**src/rtl/crc_pkg.sv**
```systemverilog
// Shared types, constants and helpers for the circle raster engine.
// Depends on nothing; every other file in rtl imports it.
// Board size, radius limit and field widths live here.
package crc_pkg;

  localparam int BOARD_WIDTH  = 64;
  localparam int BOARD_HEIGHT = 64;
  localparam int MAX_RADIUS   = 127;
  localparam int CELL_COUNT   = BOARD_WIDTH * BOARD_HEIGHT;

  localparam int COL_W   = 6;
  localparam int ROW_W   = 6;
  localparam int RAD_W   = 7;
  localparam int INK_W   = 8;
  localparam int CELL_W  = 8;
  localparam int CMD_W   = 2;
  localparam int CFG_W   = 8;
  localparam int IDX_W   = 3;
  localparam int ADDR_W  = $clog2(CELL_COUNT);
  localparam int SQ_W    = 2 * COL_W;
  localparam int DIST_W  = SQ_W + 1;
  localparam int RR_W    = 2 * RAD_W + 1;
  localparam int SPAN_W  = RAD_W + 2;

  typedef enum logic [CMD_W-1:0] {
    CMD_DRAW = 2'd0,
    CMD_READ = 2'd1,
    CMD_TEST = 2'd2,
    CMD_NONE = 2'd3
  } cmd_t;

  localparam logic [IDX_W-1:0] REG_CENTER_COL = 3'd0;
  localparam logic [IDX_W-1:0] REG_CENTER_ROW = 3'd1;
  localparam logic [IDX_W-1:0] REG_RADIUS     = 3'd2;
  localparam logic [IDX_W-1:0] REG_FILL_MODE  = 3'd3;
  localparam logic [IDX_W-1:0] REG_INK        = 3'd4;

  typedef struct packed {
    logic [COL_W-1:0] cx;
    logic [ROW_W-1:0] cy;
    logic [RAD_W-1:0] r;
    logic             fill;
  } shape_cfg_t;

  typedef struct packed {
    logic             valid;
    logic             draw;
    logic [ROW_W-1:0] row;
    logic [COL_W-1:0] col;
  } shape_req_t;

  typedef struct packed {
    logic             valid;
    logic             draw;
    logic             hit;
    logic [ROW_W-1:0] row;
    logic [COL_W-1:0] col;
  } shape_res_t;

  function automatic logic [RAD_W-1:0] eff_radius(input logic [RAD_W-1:0] r);
    logic [RAD_W:0] lim;
    lim = (RAD_W+1)'(MAX_RADIUS);
    if ({1'b0, r} > lim) return lim[RAD_W-1:0];
    return r;
  endfunction

  function automatic logic [ADDR_W-1:0] cell_addr(input logic [ROW_W-1:0] row,
                                                  input logic [COL_W-1:0] col);
    return ADDR_W'(ADDR_W'(row) * BOARD_WIDTH + ADDR_W'(col));
  endfunction

endpackage

```
**src/rtl/crc_shape.sv**
```systemverilog
// Two-stage distance test: squares of the offsets, then the ring or
// disc compare against the squared radius.  Depends on crc_pkg.
module crc_shape (
  input  logic                clk,
  input  logic                rst,
  input  crc_pkg::shape_cfg_t cfg,
  input  crc_pkg::shape_req_t req,
  output crc_pkg::shape_res_t res
);
  import crc_pkg::*;

  logic [RAD_W-1:0]        r;
  logic signed [COL_W+1:0] dx;
  logic signed [ROW_W+1:0] dy;
  logic [COL_W+1:0]        adx_full;
  logic [ROW_W+1:0]        ady_full;
  logic [COL_W-1:0]        adx;
  logic [ROW_W-1:0]        ady;
  logic                    box;

  logic             b_valid;
  logic             b_draw;
  logic             b_box;
  logic [ROW_W-1:0] b_row;
  logic [COL_W-1:0] b_col;
  logic [SQ_W-1:0]  sqx;
  logic [SQ_W-1:0]  sqy;

  logic [RR_W-1:0]   rr;
  logic [RR_W-1:0]   rr_lo;
  logic [RR_W-1:0]   rr_hi;
  logic [DIST_W-1:0] dsum;
  logic [RR_W-1:0]   dist_x;
  logic              rule;

  assign r  = eff_radius(cfg.r);
  assign dx = $signed((COL_W+2)'(req.col)) - $signed((COL_W+2)'(cfg.cx));
  assign dy = $signed((ROW_W+2)'(req.row)) - $signed((ROW_W+2)'(cfg.cy));
  assign adx_full = dx[COL_W+1] ? (COL_W+2)'(-dx) : (COL_W+2)'(dx);
  assign ady_full = dy[ROW_W+1] ? (ROW_W+2)'(-dy) : (ROW_W+2)'(dy);
  // Both ends lie on the board, so the magnitude fits the coordinate width.
  assign adx = adx_full[COL_W-1:0];
  assign ady = ady_full[ROW_W-1:0];
  assign box = (RAD_W'(adx) <= r) && (RAD_W'(ady) <= r);

  // The squared radius and its band edges are registered from the radius; the
  // edges are taken from the registered square, so they settle after it.
  always_ff @(posedge clk) begin
    rr    <= RR_W'(r) * RR_W'(r);
    rr_lo <= rr - RR_W'(r);
    rr_hi <= rr + RR_W'(r);
  end

  always_ff @(posedge clk) begin
    if (rst) b_valid <= 1'b0;
    else     b_valid <= req.valid;
  end

  always_ff @(posedge clk) begin
    b_draw <= req.draw;
    b_box  <= box;
    b_row  <= req.row;
    b_col  <= req.col;
    sqx    <= SQ_W'(adx) * SQ_W'(adx);
    sqy    <= SQ_W'(ady) * SQ_W'(ady);
  end

  assign dsum   = DIST_W'(sqx) + DIST_W'(sqy);
  assign dist_x = RR_W'(dsum);
  assign rule   = cfg.fill ? (dist_x <= rr) : ((dist_x >= rr_lo) && (dist_x <= rr_hi));

  always_comb begin
    res.valid = b_valid;
    res.draw  = b_draw;
    res.hit   = b_box && rule;
    res.row   = b_row;
    res.col   = b_col;
  end

endmodule

```
**config.mk**
```make
export PLATFORM = sky130hd
export DESIGN_NAME = crc_shape
export DESIGN_NICKNAME = d
export VERILOG_FILES = /design/src/rtl/crc_pkg.sv /design/src/rtl/crc_shape.sv
export SDC_FILE = /design/constraint.sdc
export NUM_CORES = 1
export LEC_CHECK = 0
export BUFFER_PORTS_ARGS = -buffer_cell sky130_fd_sc_hd__buf_2
export CAP_MARGIN = 0
export CORE_MARGIN = 5
export CORE_UTILIZATION = 55
export CTS_BUF_LIST = sky130_fd_sc_hd__clkbuf_8
export DETAILED_ROUTE_END_ITERATION = 8
export PLACE_DENSITY_LB_ADDON = 0.12
export REMOVE_ABC_BUFFERS = 1
export SYNTH_ARGS = -nofsm -noshare
export SYNTH_HDL_FRONTEND = slang
export SYNTH_SLANG_ARGS = --single-unit
```
**constraint.sdc**
```tcl
create_clock -name clk -period 5.9 [get_ports clk]
set_input_delay 1.18 -clock clk [delete_from_list [all_inputs] [get_ports clk]]
set_output_delay 1.18 -clock clk [all_outputs]
set_load 0.03 [all_outputs]
```
==> key figures, run 1 <==
Outcome
  • Status: finished, final reports clean

Clock network
  • Root Buffer: clkbuf_8
  • CTS buffer count: 9
  • Clock sinks: 79
  • CTS Buffer Depth: 2
  • Clock latency at the later pin of the worst-skew pair: 0.37 ns
  • TritonCTS clock tree: yes
  • H-tree depth: 3
  • Clock transition at the registers of the reported paths: 0.09 ns
  • Hold Buf Count CTS: 0

Timing
  • Layout Skew: 0.0104 ns
  • Share of the clock period used by the worst path: 97.1%
  • Hold WS: 0.494 ns
  • Final Setup Violations: 0
  • Final worst path period need: 5.73 ns
  • Setup ws final: 0.169 ns
  • Worst Max-Slew Pin Slew: 0.560 ns
  • Rel. slew slack: 62.3%
  • Slew Limit Fails: 0
  • Max Freq: 174 MHz
  • Final Hold Vio Count: 0

Detailed routing
  • Met2 WL: 7610 um
  • Vias: 5,866
  • ANT nets after route: 0
  • Routed WL: 15,800 um
  • Vias per Instance: 5.17
  • Routed met3 length: 461 um
  • DRT met1 WL: 7480 um
  • DRC errors left: 0
  • Iteration-0 DRC count of the detailed router: 235
  • Highest Signal Layer: met5
  • First-pass iteration count of the detailed router: 4
  • Wirelength per Cell: 13.9 um

Logic synthesis
  • Most used DFF post-synth: dfxtp_1
  • Sequential-to-total area share from yosys stat: 21.7%
  • EDFF count, synth: 0
  • Top cell types by occurrence after synthesis: inv_1, ha_1, dfxtp_1
  • Async set-reset flop share out of synthesis: 0%
  • Yosys top cell by area: ha_1
  • Synthesized flop and latch total: 79
  • Mapped cell area: 0.00727 mm^2
  • Syn avg cell area: 8.68 um^2
  • Synth top area share: 24.4%
  • Synth top area cells: ha_1, dfxtp_1, fa_1
  • Most common cell in the netlist: inv_1
  • YS warnings: 0
  • Synth Instances: 838
  • Netlist cell types: 61

Global route
  • Initial antenna violation count: 1
  • Vias in the first global route: 5,957
  • GRT Total Usage: 20.3%
  • Largest net degree at the start of global routing: 17
  • First-pass GRT wire length: 26,700 um
  • Total global routing overflow: 0

Cells and area
  • Final Core Density: 65.9%
  • Final net count: 1,164
  • Layout cell share with drive strength beyond 1: 18.3%
  • Diodes inserted: 0
  • Area occupied by multi-input gates: 0.00528 mm^2
  • FILL cells: 1,102
  • Register area: 0.00158 mm^2
  • Finished Cell Area: 0.00862 mm^2
  • Layout area overhead: 18.5%

Worst setup path
  • Type of origin of the critical path: primary input
  • Crit path to: sqx[10]$_DFF_P_
  • Slowest stage delay, CP: 0.55 ns
  • Path depth of the worst reg2reg path: 11
  • WS Path Type: in -> reg
  • R2R Path Start: rr[0]$_DFF_P_
  • Reg-to-reg setup timing slack: 3.53 ns
  • Required time of the worst setup path: 6.19 ns
  • Crit-path slowest cell: fa_1
  • Crit-path max FO: 3
  • Crit path DAT: 6.02 ns
  • RR Endpoint: rr_lo[12]$_DFF_P_
  • Crit end category: flip-flop
  • Crit path launch: cfg[15]
  • CP Cell Sequence: buf_2, inv_2, ha_1, nor2b_1, o21a_1, or3_4, a2111o_1, and4_4, nor2_4, nor2_1, fa_1, inv_2, fa_1, fa_1, inv_1, ha_4, and3b_1, o21a_1, o21ai_1, nand2b_1, a21o_1, a21oi_2, xnor2_1
  • Crit-path most repeated cell: fa_1

Die
  • Core area: 0.0131 mm^2
  • Initial Util: 55.6%
  • Die Span Y: 125 um
  • Die Span X: 125 um
  • Ports: 51
  • Cell Rows: 42
  • Die Footprint: 0.0156 mm^2

Power
  • Design Power: 5.13 mW
  • Pleak: 4.53 nW
  • VDD IR max: 288 uV
  • Pwr dens: 595 mW/mm^2

Run
  • Max-cap viol count: 0

Placed design
  • PortBufs: 50
  • Cell Area, Placed: 0.00815 mm^2
  • RePlAce Congestion: 0.880
  • DP Worst Slack: -0.508 ns
  • Dpl hpwl: 13,100 um

Min path
  • Hold/Removal Path Class: reg -> reg
  • Min-delay src: rr[10]$_DFF_P_
[placed cells by master, fill, tap and decap left out, drive strengths merged, types with 4 or more instances in the layout]
| master | synthesis | final |
|---|---|---|
| nand2 | 39 | 39 |
| fa | 33 | 33 |
| a2111o | 4 | 4 |
| nand3 | 12 | 12 |
| o211ai | 5 | 5 |
| and2 | 8 | 8 |
| nor3 | 15 | 15 |
| or3 | 5 | 5 |
| xor2 | 19 | 19 |
| clkbuf | 8 | 10 |
| o21ai | 34 | 34 |
| and3 | 6 | 6 |
| nand4 | 12 | 12 |
| buf | 2 | 114 |
| xnor2 | 50 | 50 |
| inv | 146 | 147 |
| nor4 | 4 | 4 |
| dfxtp | 79 | 79 |
| a21o | 25 | 25 |
| nor2 | 64 | 64 |
| nand2b | 8 | 8 |
| o21bai | 7 | 7 |
| ha | 142 | 142 |
| a21oi | 49 | 49 |
| nor2b | 12 | 12 |
| o21a | 9 | 9 |
[cell families (layout without fill, tap and decap cells)]
kind of cell    count (synthesis)  after routing  share of synthesized area, %
simple gates                  198            198                          13.4
fa+ha+maj                     175            175                          33.5
compound gates                157            157                          14.2
buf+inv                       156            276                          8.17
flops                          79             79                          21.7
xor+xnor                       69             69                          8.31
mux                             4              4                         0.568
[worst max-delay path, delay by kind of cell]
family / cells / cell delay (ns)
AOI/OAI and AO/OA: 6 / 1.28
xor gates and xnor gates: 1 / 0.13
adders and majority gates: 5 / 2.09
buffers and inverters: 4 / 0.23
and+or+nand+nor: 7 / 1.10
[worst min path at each step]
stage                                   end  depth (start not counted)
after global routing      rr_hi[10]$_DFF_P_                          1
after floorplan           rr_hi[10]$_DFF_P_                          1
after detailed placement  rr_hi[10]$_DFF_P_                          1
final                     rr_hi[10]$_DFF_P_                          1
after CTS                 rr_hi[10]$_DFF_P_                          1
after global placement    rr_hi[10]$_DFF_P_                          1
[where the power goes]
group | leakage (nW) | switching (mW) | internal (mW) | total, mW
Clock | 0.123 | 0.213 | 0.295 | 0.508
Sequential | 0.665 | 0.109 | 0.749 | 0.857
Combinational | 3.74 | 2.00 | 1.76 | 3.76
Total | 4.53 | 2.32 | 2.81 | 5.13
[state kept, by name, indices dropped and copies added (netlist names)]
name,count
b_box,1
b_col,6
b_draw,1
b_row,6
b_valid,1
rr,13
rr_hi,14
rr_lo,15
sqx,11
sqy,11
[metal layers]
metal  vias up  track usage, %
met1      2728            26.6
met2        74            34.2
li1       3043               -
met3        19            3.92
met5         -               0
met4         2            5.42
[area by class of cell]
class                   instances  share of cell area (%)
repair buffers                114                    8.48
inverters                     146                    6.36
clock buffers                  10                    1.60
flip-flops and latches         79                    18.4
clock inverters                 6                    1.34
multi-input cells             603                    61.3
well taps                     176                    2.56
[timing repair]
item,in CTS,in global routing
pin swaps,1,28
resized for setup,4,44
endpoints found under the hold margin,0,0
setup endpoints to repair,3,8
buffers inserted,1,3
[through the flow]
stage,cells,setup TNS [ns]
after floorplan,828,-0.586
after global routing,1134,-0.0562
after detailed placement,1114,-2.95
final,1134,0
after CTS,1131,0
after global placement,1114,-1.56
(Power assumes the default switching activity.)
==> inputs of run 2 (changes only) <==
==> constraint.sdc (replaced) <==
create_clock -name clk -period 5.9 [get_ports clk]
set_input_delay 0.295 -clock clk [delete_from_list [all_inputs] [get_ports clk]]
set_output_delay 0.295 -clock clk [all_outputs]
set_load 0.03 [all_outputs]
==> key figures, run 2 (synthesis gave the netlist of run 1 again) <==
Global route
  • First-pass GRT wire length: 26,200 um (-1.9%)
  • Total global routing overflow: 0 (unchanged)
  • GRT Total Usage: 20.0% (-0.26 points)
  • Vias in the first global route: 5,736 (-3.7%)
  • Largest net degree at the start of global routing: 18 (+1)
  • Initial antenna violation count: 0 (-1)

Clock network
  • Clock latency at the later pin of the worst-skew pair: 0.38 ns (about the same)
  • Setup Buffers After CTS: 0 (-1)
  • CTS Buffer Depth: 2 (unchanged)
  • Clock transition at the registers of the reported paths: 0.08 ns (about the same)
  • Clock sinks: 79 (unchanged)
  • CTS resizes: 0 (-4)
  • H-tree depth: 3 (unchanged)
  • TritonCTS clock tree: yes
  • Root Buffer: clkbuf_8
  • CTS buffer count: 9 (unchanged)
  • Hold Buf Count CTS: 0 (unchanged)

Detailed routing
  • Highest Signal Layer: met4
  • Wirelength per Cell: 14.2 um (+1.8%)
  • Routed met3 length: 557 um (+21%)
  • Vias per Instance: 5.28 (+2.0%)
  • DRT met1 WL: 7290 um (-2.6%)
  • First-pass iteration count of the detailed router: 5 (+1)
  • DRC errors left: 0 (unchanged)
  • Met2 WL: 7130 um (-6.4%)
  • Routed WL: 15,200 um (-3.6%)
  • Vias: 5,668 (-3.4%)
  • Iteration-0 DRC count of the detailed router: 236 (+0.43%)
  • ANT nets after route: 0 (unchanged)

Cells and area
  • Layout area overhead: 9.10%
  • Non-Filler Instances: 1,074 (-5.3%)
  • Final net count: 1,104 (-5.2%)
  • Most frequent cells in the layout: inv_1, ha_1, dfxtp_1
  • Register bank with the most flops: rr_lo
  • Diodes inserted: 0 (unchanged)
  • Max reg flops: 15 (unchanged)
  • Commonest non-fill, non-tap cell in the layout: inv_1
  • Biggest regs: rr_lo x15, rr_hi x14, rr x13
  • Layout cell share with drive strength beyond 1: 8.80% (-9.5 points)

Timing
  • Final Hold Vio Count: 0 (unchanged)
  • Share of the clock period used by the worst path: 90.6% (-6.5 points)
  • Setup ws final: 0.552 ns (+0.384 ns)
  • Max Freq: 187 MHz (+7.2%)
  • Final Setup Violations: 0 (unchanged)
  • Worst Max-Slew Pin Slew: 0.573 ns (+0.0137 ns)
  • Slew Limit Fails: 0 (unchanged)
  • Rel. slew slack: 61.4% (-0.93 points)
  • RSZ-0062 raised after global routing: false
  • Final setup TNS: 0 ns (unchanged)
  • Layout Skew: 0.0125 ns (+0.00213 ns)
  • Final worst path period need: 5.35 ns (-0.384 ns)

Min path
  • Hold/Removal Path Class: in -> reg

Worst setup path
  • R2R Path Start: rr[0]$_DFF_P_
  • Slowest stage delay, CP: 0.55 ns (about the same)
  • Crit-path max FO: 6 (+3)
  • Critical Path Stages: 24 (+4.3%)
  • Crit path to: sqx[10]$_DFF_P_
  • Crit path DAT: 5.65 ns (-0.37 ns)
  • WS Path Type: in -> reg
  • Path depth of the worst reg2reg path: 11 (unchanged)
  • Crit path max-delay family: adder cells
  • Crit end category: flip-flop
  • CP Buf/Inv Count: 5 (+1)
  • CP Cell Sequence: buf_2, inv_1, ha_1, inv_1, fa_1, xnor2_1, nand3_1, a2111o_1, and4_1, nor2_2, nor2_1, fa_1, inv_1, fa_1, fa_1, inv_1, ha_1, and3b_1, o21a_1, o21ai_0, nand2b_1, a21o_1, a21oi_1, xnor2_1
  • RR Endpoint: rr_lo[12]$_DFF_P_
  • Required time of the worst setup path: 6.21 ns (+0.02 ns)
  • Crit-path slowest cell: fa_1
  • Type of origin of the critical path: primary input
  • Reg-to-reg setup timing slack: 3.56 ns (+0.03 ns)
  • Crit path launch: req[0]

Placed design
  • Dpl hpwl: 12,800 um (-2.1%)
  • Placed cells: 1,058 (-5.0%)
  • DP Worst Slack: 0.177 ns (+0.685 ns)
  • PortBufs: 50 (unchanged)
  • RePlAce Congestion: 0.904 (+2.8%)

Die
  • Die Span Y: 125 um (unchanged)
  • Cell Rows: 42 (unchanged)
  • Die Span X: 125 um (unchanged)
  • Initial Util: 55.6% (unchanged)
  • Die Footprint: 0.0156 mm^2 (unchanged)
  • Core area: 0.0131 mm^2 (unchanged)
  • Ports: 51 (unchanged)

Outcome
  • Status: finished, final reports clean

Power
  • Pwr dens: 586 mW/mm^2 (-1.5%)
  • VDD IR max: 213 uV (-26%)
  • Pleak: 4.18 nW (-7.7%)

Run
  • Max-cap viol count: 0 (unchanged)
## run 2: changes by cell type in the layout (fill, tap and decap cells not counted), sizes merged
cell	before	now
buf	114	54
bufinv	3	1
clkinvlp	1	3
clkinv	1	2
inv	147	146
## run 2: worst register-to-register path: cells and delay by family (launching register included)
family                   cells  cell delay [ns]
flip-flops                   1             0.35
adder cells (fa/ha/maj)      2             0.34
XOR/XNOR                     1             0.16
buffers and inverters        2             0.11
AO/OA/AOI/OAI                5             1.00
AND/OR/NAND/NOR              1             0.29
## run 2: cell type report
type                            count  area (um^2)
Multi-Input combinational cell    603         5100
Clock inverter                      6         70.1
Timing Repair Buffer               54          280
Inverter                          146          548
Sequential cell                    79         1580
Clock buffer                       10          138
Tap cell                          176          220
Fill cell                        1148         5150
## run 2: per-layer routing
layer,global-route usage (%),vias to the layer above
li1,-,2920
met1,26.9,2634
met2,33.0,92
met3,3.45,22
met4,6.25,0
met5,0,-
## run 2: worst min-delay path by stage
stage / slack, ns / end / from / cells after the start
after floorplan: 0.32 / b_col[0]$_DFF_P_ / req[0] / 0
after global placement: 0.40 / b_draw$_DFF_P_ / req[12] / 1
after detailed placement: 0.41 / b_draw$_DFF_P_ / req[12] / 1
after CTS: 0.005 / b_draw$_DFF_P_ / req[12] / 1
after global routing: 0.007 / b_draw$_DFF_P_ / req[12] / 1
final: 0.03 / b_draw$_DFF_P_ / req[12] / 1
## run 2: through the flow
| step | area [um^2] | utilization (%) | total power, mW | hold slack, ns |
|---|---|---|---|---|
| 6_report | 7930 | 60.6 | 4.65 | 0.0266 |
| 5_1_grt | 7930 | 60.6 | 5.26 | 0.00709 |
| 4_1_cts | 7930 | 60.6 | 4.68 | 0.00493 |
| 3_5_place_dp | 7730 | 59.0 | 4.23 | 0.407 |
| 3_3_place_gp | 7730 | 59.0 | 4.08 | 0.397 |
| 2_1_floorplan | 7230 | - | 3.43 | 0.323 |
## run 2: power by group
group / internal [mW] / switching (mW) / leakage [nW]
logic: 1.48 / 1.90 / 3.42
registers: 0.748 / 0.103 / 0.665
clock network: 0.208 / 0.212 / 0.0947
total: 2.43 / 2.22 / 4.18
